### config.mk
export PLATFORM = sky130hd
export DESIGN_NAME = url_percent_decoder_unit
export DESIGN_NICKNAME = d
export VERILOG_FILES = /design/src/hdl/upd_pkg.sv /design/src/hdl/upd_front.sv /design/src/hdl/upd_queue.sv /design/src/hdl/upd_back.sv /design/src/hdl/url_percent_decoder_unit.sv
export SDC_FILE = /design/constraint.sdc
export NUM_CORES = 1
export LEC_CHECK = 0
export ABC_AREA = 1
export ABC_CLOCK_PERIOD_IN_PS = 2870
export BUFFER_PORTS_ARGS = -buffer_cell sky130_fd_sc_hd__buf_2
export CAP_MARGIN = 20
export CORE_MARGIN = 1
export CORE_UTILIZATION = 30
export CTS_CLUSTER_SIZE = 16
export DETAILED_ROUTE_END_ITERATION = 8
export GPL_TIMING_DRIVEN = 0
export HOLD_SLACK_MARGIN = 0.03
export SETUP_SLACK_MARGIN = 0.15
export SLEW_MARGIN = 30
export SYNTH_ARGS = -nofsm -noshare
export SYNTH_HDL_FRONTEND = slang
export SYNTH_SLANG_ARGS = --single-unit
### constraint.sdc
create_clock -name clk -period 2.87 [get_ports clk]
set_input_delay 0.287 -clock clk [delete_from_list [all_inputs] [get_ports clk]]
set_output_delay 0.287 -clock clk [all_outputs]
set_load 0.02 [all_outputs]
### src/hdl/upd_pkg.sv
`timescale 1ns / 1ps

package upd_pkg;

    localparam logic [7:0] PCT_CHAR    = 8'h25;
    localparam int         QUEUE_DEPTH = 4;
    localparam int         QPTR_W      = $clog2(QUEUE_DEPTH);
    localparam int         QCNT_W      = $clog2(QUEUE_DEPTH + 1);
    localparam int         MAX_RESULTS = 3;

    typedef struct packed {
        logic [7:0] in_byte;
        logic       in_last;
    } in_item_t;

    typedef struct packed {
        logic [7:0] out_byte;
        logic       out_last;
    } out_item_t;

    typedef enum logic [1:0] {
        LVL_NONE  = 2'd0,
        LVL_PCT   = 2'd1,
        LVL_DIGIT = 2'd2
    } level_t;

    // one queued command: up to three result bytes of one input transaction
    typedef struct packed {
        logic [1:0]                       count;
        logic [MAX_RESULTS-1:0][7:0]      bytes;
        logic                             last;
    } cmd_t;

    typedef struct packed {
        logic       ok;
        logic [3:0] val;
    } hex_t;

    function automatic hex_t hex_digit(input logic [7:0] ch);
        hex_t h;
        h.ok  = 1'b1;
        h.val = 4'd0;
        if (ch >= 8'h30 && ch <= 8'h39) begin
            h.val = 4'(ch - 8'h30);
        end else if (ch >= 8'h41 && ch <= 8'h46) begin
            h.val = 4'(ch - 8'h41 + 8'd10);
        end else if (ch >= 8'h61 && ch <= 8'h66) begin
            h.val = 4'(ch - 8'h61 + 8'd10);
        end else begin
            h.ok = 1'b0;
        end
        return h;
    endfunction

endpackage

### src/hdl/upd_front.sv
`timescale 1ns / 1ps

module upd_front (
    input  logic              clk,
    input  logic              rst_n,
    input  logic              in_valid,
    input  upd_pkg::in_item_t in_data,
    output logic              in_stall,
    input  logic              queue_full,
    output logic              push_valid,
    output upd_pkg::cmd_t     push_data
);

    upd_pkg::level_t level_reg, level_next;
    logic [7:0]      held_reg, held_next;

    logic         accept;
    logic [7:0]   b;
    logic         last;
    logic         plain_hold;
    upd_pkg::hex_t cur_hex;
    upd_pkg::hex_t held_hex;

    assign b          = in_data.in_byte;
    assign last       = in_data.in_last;
    assign cur_hex    = upd_pkg::hex_digit(b);
    assign held_hex   = upd_pkg::hex_digit(held_reg);
    assign plain_hold = (b == upd_pkg::PCT_CHAR) && !last;
    assign in_stall   = queue_full;
    assign accept     = in_valid && !queue_full;

    // next state
    always_comb
    begin
        level_next = level_reg;
        held_next  = held_reg;
        if (accept) begin
            held_next = held_reg;
            unique case (level_reg)
                upd_pkg::LVL_PCT:
                begin
                    if (cur_hex.ok && !last) begin
                        level_next = upd_pkg::LVL_DIGIT;
                        held_next  = b;
                    end else begin
                        level_next = plain_hold ? upd_pkg::LVL_PCT : upd_pkg::LVL_NONE;
                    end
                end
                upd_pkg::LVL_DIGIT:
                begin
                    held_next = 8'd0;
                    if (cur_hex.ok && held_hex.ok) begin
                        level_next = upd_pkg::LVL_NONE;
                    end else begin
                        level_next = plain_hold ? upd_pkg::LVL_PCT : upd_pkg::LVL_NONE;
                    end
                end
                default:
                begin
                    level_next = plain_hold ? upd_pkg::LVL_PCT : upd_pkg::LVL_NONE;
                end
            endcase
        end
    end

    // results of the transaction
    always_comb
    begin
        push_data.count = 2'd0;
        push_data.bytes = '0;
        push_data.last  = last;
        unique case (level_reg)
            upd_pkg::LVL_PCT:
            begin
                if (!(cur_hex.ok && !last)) begin
                    push_data.bytes[0] = upd_pkg::PCT_CHAR;
                    push_data.bytes[1] = b;
                    push_data.count    = plain_hold ? 2'd1 : 2'd2;
                end
            end
            upd_pkg::LVL_DIGIT:
            begin
                if (cur_hex.ok && held_hex.ok) begin
                    push_data.bytes[0] = {held_hex.val, cur_hex.val};
                    push_data.count    = 2'd1;
                end else begin
                    push_data.bytes[0] = upd_pkg::PCT_CHAR;
                    push_data.bytes[1] = held_reg;
                    push_data.bytes[2] = b;
                    push_data.count    = plain_hold ? 2'd2 : 2'd3;
                end
            end
            default:
            begin
                push_data.bytes[0] = b;
                push_data.count    = plain_hold ? 2'd0 : 2'd1;
            end
        endcase
        push_valid = accept && (push_data.count != 2'd0);
    end

    always_ff @(posedge clk or negedge rst_n)
    begin
        if (!rst_n) begin
            level_reg <= upd_pkg::LVL_NONE;
            held_reg  <= 8'd0;
        end else begin
            level_reg <= level_next;
            held_reg  <= held_next;
        end
    end

endmodule

### src/hdl/upd_queue.sv
`timescale 1ns / 1ps

module upd_queue (
    input  logic          clk,
    input  logic          rst_n,
    input  logic          push_valid,
    input  upd_pkg::cmd_t push_data,
    output logic          full,
    output logic          head_valid,
    output upd_pkg::cmd_t head_data,
    input  logic          pop
);

    upd_pkg::cmd_t                    entry_reg [upd_pkg::QUEUE_DEPTH];
    logic [upd_pkg::QPTR_W-1:0]       wr_ptr_reg, wr_ptr_next;
    logic [upd_pkg::QPTR_W-1:0]       rd_ptr_reg, rd_ptr_next;
    logic [upd_pkg::QCNT_W-1:0]       count_reg, count_next;
    logic                             do_push;
    logic                             do_pop;

    assign full       = (count_reg == upd_pkg::QCNT_W'(upd_pkg::QUEUE_DEPTH));
    assign head_valid = (count_reg != '0);
    assign head_data  = entry_reg[rd_ptr_reg];
    assign do_push    = push_valid && !full;
    assign do_pop     = pop && head_valid;

    always_comb
    begin
        wr_ptr_next = do_push ? wr_ptr_reg + 1'b1 : wr_ptr_reg;
        rd_ptr_next = do_pop ? rd_ptr_reg + 1'b1 : rd_ptr_reg;
        count_next  = count_reg;
        if (do_push && !do_pop) begin
            count_next = count_reg + 1'b1;
        end else if (!do_push && do_pop) begin
            count_next = count_reg - 1'b1;
        end
    end

    always_ff @(posedge clk or negedge rst_n)
    begin
        if (!rst_n) begin
            wr_ptr_reg <= '0;
            rd_ptr_reg <= '0;
            count_reg  <= '0;
        end else begin
            wr_ptr_reg <= wr_ptr_next;
            rd_ptr_reg <= rd_ptr_next;
            count_reg  <= count_next;
        end
    end

    always_ff @(posedge clk)
    begin
        if (do_push) begin
            entry_reg[wr_ptr_reg] <= push_data;
        end
    end

endmodule

### src/hdl/upd_back.sv
`timescale 1ns / 1ps

module upd_back (
    input  logic               clk,
    input  logic               rst_n,
    input  logic               head_valid,
    input  upd_pkg::cmd_t      head_data,
    output logic               pop,
    output logic               out_valid,
    output upd_pkg::out_item_t out_data,
    input  logic               out_stall
);

    logic [1:0]         idx_reg, idx_next;
    logic               out_valid_reg, out_valid_next;
    upd_pkg::out_item_t out_reg, out_next;
    logic               load;
    logic               final_byte;
    logic [7:0]         sel_byte;

    assign load       = head_valid && (!out_valid_reg || !out_stall);
    assign final_byte = (idx_reg == head_data.count - 2'd1);
    assign pop        = load && final_byte;

    always_comb
    begin
        unique case (idx_reg)
            2'd0:    sel_byte = head_data.bytes[0];
            2'd1:    sel_byte = head_data.bytes[1];
            2'd2:    sel_byte = head_data.bytes[2];
            default: sel_byte = head_data.bytes[0];
        endcase
    end

    always_comb
    begin
        idx_next       = idx_reg;
        out_next       = out_reg;
        out_valid_next = out_valid_reg;
        if (load) begin
            out_next.out_byte = sel_byte;
            out_next.out_last = head_data.last && final_byte;
            out_valid_next    = 1'b1;
            idx_next          = final_byte ? 2'd0 : idx_reg + 2'd1;
        end else if (!out_stall) begin
            out_valid_next = 1'b0;
        end
    end

    always_ff @(posedge clk or negedge rst_n)
    begin
        if (!rst_n) begin
            idx_reg       <= 2'd0;
            out_valid_reg <= 1'b0;
        end else begin
            idx_reg       <= idx_next;
            out_valid_reg <= out_valid_next;
        end
    end

    always_ff @(posedge clk)
    begin
        out_reg <= out_next;
    end

    assign out_valid = out_valid_reg;
    assign out_data  = out_reg;

endmodule

### src/hdl/url_percent_decoder_unit.sv
`timescale 1ns / 1ps

// streaming url percent decoder
// input channel: in_valid / in_stall / in_data, one encoded character per
//   transaction, in_last set on the final character of a string
// output channel: out_valid / out_stall / out_data, one decoded or literal
//   character per transaction, out_last set on the final one of a string
// a front stage classifies each character against the held '%' and hex
//   digit and queues its 1 to 3 result bytes, if any, as one entry in a
//   4-entry queue; a back stage drains entries into an output register,
//   one byte per cycle while out_stall is low; the results of an accepted
//   input are registered in the queue, then in the output register
// throughput: one input per cycle while each input gives at most one
//   result and out_stall is low; an input that gives k results holds the
//   back stage for k bytes; the queue absorbs that until in_stall rises
// out_stall holds the output register; the queue keeps filling and in_stall
//   goes high only when all 4 entries are taken
// reset clears the held '%' and digit, empties the queue and drops out_valid

module url_percent_decoder_unit (
    input  logic               clk,
    input  logic               rst_n,
    input  logic               in_valid,
    input  upd_pkg::in_item_t  in_data,
    output logic               in_stall,
    output logic               out_valid,
    output upd_pkg::out_item_t out_data,
    input  logic               out_stall
);

    logic          push_valid;
    upd_pkg::cmd_t push_data;
    logic          queue_full;
    logic          head_valid;
    upd_pkg::cmd_t head_data;
    logic          pop;

    upd_front u_front (
        .clk        (clk),
        .rst_n      (rst_n),
        .in_valid   (in_valid),
        .in_data    (in_data),
        .in_stall   (in_stall),
        .queue_full (queue_full),
        .push_valid (push_valid),
        .push_data  (push_data)
    );

    upd_queue u_queue (
        .clk        (clk),
        .rst_n      (rst_n),
        .push_valid (push_valid),
        .push_data  (push_data),
        .full       (queue_full),
        .head_valid (head_valid),
        .head_data  (head_data),
        .pop        (pop)
    );

    upd_back u_back (
        .clk        (clk),
        .rst_n      (rst_n),
        .head_valid (head_valid),
        .head_data  (head_data),
        .pop        (pop),
        .out_valid  (out_valid),
        .out_data   (out_data),
        .out_stall  (out_stall)
    );

endmodule

# After elaboration in Yosys (flattened, before gate mapping)
# Memory sizes are Yosys's and may differ from the RTL's.
# Cells that the tools add are included.
[word_totals]
elab_cells = 115
output_inout_bits = 11
regBits = 29
mem_bits_rw = 108
n_memories = 1
[op_classes]
muxes = 38
add_sub_neg = 16
eq_ne = 9
n_reduce_logical = 30
magnitude_cmp = 12
[memory_table]
columns = ["name", "depth", "word_bits", "rd", "rd_ports_with_merged_regs", "write_ports", "line_no", "rtl"]
rows = [
  ["u_queue.entry_reg", 4, 27, 1, 0, 1, "upd_queue.sv:14", "upd_pkg::cmd_t entry_reg [upd_pkg::QUEUE_DEPTH];"],
]
[ops]
columns = ["cell", "count"]
rows = [
  ["8-bit one-hot mux with 2 select lines", 4],
  ["8-bit by 7-bit >= comparator with 1-bit output (second input constant)", 4],
  ["8-bit by 7-bit <= comparator with 1-bit output (second input constant)", 4],
  ["16-bit two-way mux", 2],
  ["4-bit two-way mux", 6],
  ["8-bit two-way mux", 3],
  ["4-bit by 1-bit subtractor with 4-bit output (second input constant)", 6],
  ["1-bit logical AND", 18],
  ["4-bit adder (second input constant)", 4],
  ["8-bit by 6-bit >= comparator with 1-bit output (second input constant)", 2],
  ["8-bit by 6-bit <= comparator with 1-bit output (second input constant)", 2],
  ["1-bit two-way mux", 13],
  ["2-bit two-way mux", 6],
  ["8-bit by 6-bit == test with 1-bit output (second input constant)", 1],
  ["2-bit one-hot mux with 2 select lines", 2],
  ["2-bit by 1-bit adder with 2-bit output (second input constant)", 3],
  ["1-bit zero test", 6],
  ["3-bit two-way mux", 2],
  ["2-bit nonzero test", 3],
  ["2-bit by 1-bit == test with 1-bit output (second input constant)", 2],
  ["2-bit == test (second input constant)", 2],
  ["2-bit by 1-bit != test with 1-bit output (second input constant)", 2],
  ["3-bit by 1-bit adder with 3-bit output (second input constant)", 1],
  ["3-bit == test (second input constant)", 1],
  ["6 further kinds", 6],
]

# Depth between registers and ports, before layout
[logic_depth]
word_depth = 15
depth_mapped = 19

# Hierarchy
# Synthesis repeated with hierarchy kept, for this count alone.
[unflattened]
hier_cells = 649
hier_area_um2 = 6637.6
[by_module_without_submodules]
columns = ["mod", "cells_each", "n_inst", "area_each_um2"]
rows = [
  ["upd_queue", 374, 1, 4750.8],
  ["upd_front", 199, 1, 1238.7],
  ["upd_back", 76, 1, 648.1],
]

# Least setup slack after synthesis
# No wires, ideal clock.
[synth_timing]
path_kind = "reg2reg"
start = "register u_front.held_reg[0]"
end = "memory u_queue.entry_reg[0][0] (netlist name), enable pin"
path_slack_ns = 0.259
t_arrival_ns = 2.221
synth_period_minus_slack_ns = 2.611
setup_time_ns = 0.389
required_ns = 2.481
stages_incl_launch_ff = 14
path_cell_list = "dfrtp_1 > inv_1 > ha_1 > nand2_1 > or2_1 > nand3_2 > nand2_2 > nand2_4 > nand2_4 > nand2_2 > nand2_4 > nand2_4 > nand2_4 > nor2_2"
[synth_via]
elab_chain_len = 13
elab_cells_between_ends = 20
classes_between = "order compare (6); mux (7); reduce/logical (7)"
[synth_lines]
columns = ["item", "line_no", "rtl"]
rows = [
  ["start, declared", "upd_front.sv:15", "logic [7:0] held_reg, held_next;"],
  ["start signal, assigned", "upd_front.sv:109", "held_reg <= held_next;"],
  ["8-bit by 7-bit >= comparator with 1-bit output / 8-bit by 7-bit <= comparator with 1-bit output (equally long branches)", "upd_pkg.sv:47", "end else if (ch >= 8'h61 && ch <= 8'h66) begin"],
  ["1-bit logical AND", "upd_pkg.sv:47", ""],
  ["1-bit two-way mux", "upd_pkg.sv:47", ""],
  ["1-bit two-way mux", "upd_pkg.sv:45", "end else if (ch >= 8'h41 && ch <= 8'h46) begin"],
  ["1-bit two-way mux *", "upd_pkg.sv:43", "if (ch >= 8'h30 && ch <= 8'h39) begin"],
  ["1-bit logical AND *", "upd_front.sv:83", "if (cur_hex.ok && held_hex.ok) begin"],
  ["2-bit two-way mux *", "upd_front.sv:83", ""],
  ["2-bit one-hot mux with 2 select lines *", "upd_front.sv:72", "unique case (level_reg)"],
  ["2-bit nonzero test *", "upd_front.sv:99", "push_valid = accept && (push_data.count != 2'd0);"],
  ["1-bit logical AND *", "upd_front.sv:99", ""],
  ["1-bit logical AND *", "upd_queue.sv:24", "assign do_push = push_valid && !full;"],
  ["1-bit two-way mux *", "upd_queue.sv:54", "if (do_push) begin"],
  ["1-bit two-way mux (implied by the code) *", "upd_queue.sv:55", "entry_reg[wr_ptr_reg] <= push_data;"],
  ["end, declared", "upd_queue.sv:14", ""],
]
# Mark *: on every way between the ends. The rest lies on a longest branch, timed or not.

# Worst setup path after layout
[layout_timing]
start = "register u_front.held_reg[1]"
end = "register u_queue.count_reg[1] (netlist name)"
[layout_via]
elab_cells_between_ends = 23
classes_between = "order compare (6); mux (6); reduce/logical (11)"
[layout_rtl]
columns = ["item", "line_no", "rtl"]
rows = [
  ["8-bit by 7-bit >= comparator with 1-bit output / 8-bit by 7-bit <= comparator with 1-bit output (equally long branches)", "upd_pkg.sv:47", ""],
  ["1-bit logical AND", "upd_pkg.sv:47", ""],
  ["1-bit two-way mux", "upd_pkg.sv:47", ""],
  ["1-bit two-way mux", "upd_pkg.sv:45", ""],
  ["1-bit two-way mux *", "upd_pkg.sv:43", ""],
  ["1-bit logical AND *", "upd_front.sv:83", ""],
  ["2-bit two-way mux *", "upd_front.sv:83", ""],
  ["2-bit one-hot mux with 2 select lines *", "upd_front.sv:72", ""],
  ["2-bit nonzero test *", "upd_front.sv:99", ""],
  ["1-bit logical AND *", "upd_front.sv:99", ""],
  ["1-bit logical AND *", "upd_queue.sv:24", ""],
  ["via u_queue.do_push", "upd_queue.sv:18", "logic do_push;"],
  ["1-bit logical AND *", "upd_queue.sv:32", "if (do_push && !do_pop) begin"],
  ["3-bit two-way mux *", "upd_queue.sv:32", ""],
  ["via u_queue.count_next (one bit)", "upd_queue.sv:17", "logic [upd_pkg::QCNT_W-1:0] count_reg, count_next;"],
  ["end signal, assigned", "upd_queue.sv:48", "count_reg <= count_next;"],
  ["end, declared", "upd_queue.sv:17", ""],
]
# The timed path passes the listed nets; every way through them passes the cells marked *.
# A chain may end at the register's enable or synchronous reset.

==> impl_metrics.py <==
metrics = {
    "placement": {
        "gp_congestion": 0.8615,
        "dp_cells": 872,
        "io_buffers": 23,
        "pre_cts_slack_ns": -0.1087,
        "hpwl_um": 10200,
    },
    "cells_and_area": {
        "postLayoutCoreUtil_pct": 37.84,
        "final_cell_count_no_fill": 923,
        "multi_input_area_sq_um": 2103,
        "drive_gt1_share_pct": 21.75,
        "synthToLayoutAreaGrowth_pct": 21.88,
        "register_area_sq_um": 4015,
        "diodes": 0,
        "fill_cells": 1984,
        "largest_reg_flops": 108,
        "fin_nets": 672,
    },
    "global_routing": {
        "grt_usage_pct": 14.17,
        "grt_first_pass_wirelength_um": 22740,
        "grt_use_met1_pct": 18.89,
        "grt_use_met2_pct": 21.98,
        "grt_pass1_vias": 4029,
        "antenna_found_initial": 0,
        "grt_max_degree": 21,
        "grt.busiest_layer": "met2",
        "grt_overflow": 0,
        "met3_usage_pct": 4.259,
    },
    "critical_path": {
        "crit_start": "u_front.held_reg[1]",
        "worstReg2RegStart": "u_front.held_reg[1]",
        "r2r_cells": 17,
        "reg2reg_setup_slack_ns": 0.21,
        "r2r-end": "u_queue.count_reg[1]",
        "endpoint_kind": "flip-flop",
        "critPathMaxFanout": 6,
        "worstPathArrival_ns": 2.95,
        "cp-endpoint": "u_queue.count_reg[1]",
        "critPathKind": "reg -> reg",
        "crit_required_ns": 3.17,
        "startpoint_type": "flip-flop",
    },
    "synth": {
        "avgSynthCellArea_sq_um": 11.07,
        "yosysUniqueCellTypes": 39,
        "synth_area_sq_um": 6364,
        "synth.area.top_cells": "edfxtp_1 (55%), dfrtp_1 (7.9%), nand2_1 (5.8%)",
        "yosysSeqAreaShare_pct": 63.08,
        "syn_nets": 605,
        "synth_most_common_cell": "edfxtp_1",
        "synthArstFlopShare_pct": 14.60,
        "yosys.area.top_type": "edfxtp_1",
        "synth-edff-count": 117,
        "ys.flop_type": "edfxtp_1",
        "synth_seq_cells": 137,
        "synth_top_cell_area_share_pct": 55.21,
        "synthTopCellsByCount": "edfxtp_1 (117), nand2_1 (99), nor2_1 (65)",
        "yosysWarnings": 0,
        "syn_inst": 575,
    },
    "drt": {
        "viasPerCell": 4.774,
        "drt_iter0_drc": 262,
        "finalWirelength_um": 14930,
        "ant_nets": 0,
        "wl_per_cell_um": 16.18,
        "route.detailed.drc": 0,
        "via_count": 4406,
        "drtPass1Iterations": 5,
    },
    "die": {
        "io_pins": 24,
        "fp.coreArea_sq_um": 20490,
        "start_util_pct": 31.05,
        "row_count": 52,
        "die_h_um": 147.6,
        "die_w_um": 147.6,
        "die-area_sq_um": 21800,
    },
    "power": {
        "ir_worst_vdd_uv": 397.0,
        "powerDensity_nw_per_um2": 1010,
        "p_leak_nw": 2.955,
    },
    "sta": {
        "hold_viol": 0,
        "maxSlewViolCount": 0,
        "rsz0062_at_grt": "false",
        "fin_ws_ns": 0.2140,
        "hold_ws_ns": 0.09408,
        "fin_worst_skew_ns": 0.004678,
        "period_minus_slack_ns": 2.656,
        "tightest_slew_ns": 0.6097,
        "relSlewSlack_pct": 59.35,
        "setup_violations": 0,
        "fmax_mhz": 376.5,
        "finalCritPeriodShare_pct": 92.54,
    },
    "clock_network": {
        "cts_root_buffer": "clkbuf_16",
        "h-tree-depth": 4,
        "insertion_delay_ns": 0.42,
        "path_clk_slew_ns": 0.06,
        "cts_sinks": 137,
        "cts_tree": "done",
        "cts_buffers": 17,
        "clockBufferDepth": 2,
    },
    "outcome": {
        "outcome": "finished clean",
    },
    "job": {
        "drv_cap": 0,
    },
    "worst_hold_path": {
        "hold_path.class": "in -> reg",
    },
}
how the worst min path moves through the flow:
stage,start,end,slack [ns],cells past startpoint
2_1_floorplan,rst_n,u_back.idx_reg[0],-0.009,0
3_3_place_gp,rst_n,u_queue.rd_ptr_reg[0],0.28,1
3_5_place_dp,rst_n,u_queue.rd_ptr_reg[0],0.28,1
4_1_cts,out_stall,u_back.out_valid,0.08,3
5_1_grt,out_stall,u_back.out_valid,0.08,3
6_report,out_stall,u_back.out_valid,0.09,3
placed cells by master (no fill, tap or decap), drive strengths merged, types with 2 or more instances in the layout:
cell and n:
edfxtp 117, nand2 116, nor2 72, buf 61, inv 49, nand3 47, o21ai 42, clkbuf 30
o22ai 29, dfrtp 20, ha 16, clkinv 9, a31oi 8, o31ai 7, xor2 6, a21oi 5
a22oi 3, bufinv 3, or2 2, nor3 2
where the power goes:
part	internal (W)	total (W)	switching, W
registers	0.00272	0.00288	0.000168
logic	0.000998	0.00285	0.00185
clock network	0.00134	0.00210	0.000767
metal layers:
metal / share of wire (%) / up-vias / routed length (um)
li1: - / 2133 / -
met1: 46 / 2134 / 6836
met2: 47 / 123 / 6991
met3: 6.1 / 16 / 908
met4: 1.3 / 0 / 194
met5: 0 / - / 0
cell type report:
cell class	instances	area share, %
repair buffers	48	5.130
plain buffers	26	1.839
multi-input cells	362	27.12
flip-flops and latches	137	51.77
clock inverters	12	1.726
well taps	270	4.356
clock buffers	18	5.533
inverters	50	2.533
cell families after synthesis:
family | Yosys count | synth area share, %
AO/OA/AOI/OAI | 96 | 9.143
flip-flops | 137 | 63.08
adder cells (fa/ha/maj) | 17 | 3.460
buffers and inverters | 76 | 5.191
multiplexers | 1 | 0.1769
XOR/XNOR | 7 | 0.9634
AND/OR/NAND/NOR | 241 | 17.99
worst max-delay path, stage by stage (launching register included):
cell     delay, ns
dfrtp_1       0.42
inv_2         0.14
ha_4          0.14
nand2_2       0.05
or2_1         0.23
nand3_2       0.08
nand2_2       0.08
nand2_4       0.10
nand2_4       0.07
nand2_4       0.06
nand2_4       0.06
nand2_4       0.09
nand2_8       0.08
inv_4         0.07
ha_4          0.12
inv_2         0.04
fa_2          0.43
mux2_4        0.28
what timing repair did:
| item | 4_1_cts | 5_1_grt |
|---|---|---|
| hold buffers | 1 | 0 |
| endpoints found under the hold margin | 20 | 0 |
| setup buffers | 7 | 13 |
| pin swaps | 0 | 11 |
| setup endpoints to repair | 30 | 30 |
| resized for setup | 8 | 15 |
| cloned | 0 | 0 |
through the flow:
stage	TNS [ns]	power, W	instance area, sq um
2_1_floorplan	0	0.004639	6364
3_3_place_gp	-62.30	0.005428	6817
3_5_place_dp	-0.1955	0.005576	6947
4_1_cts	0	0.007725	7586
5_1_grt	0	0.008278	7756
6_report	0	0.007837	7756
(Power assumes the default switching activity.)
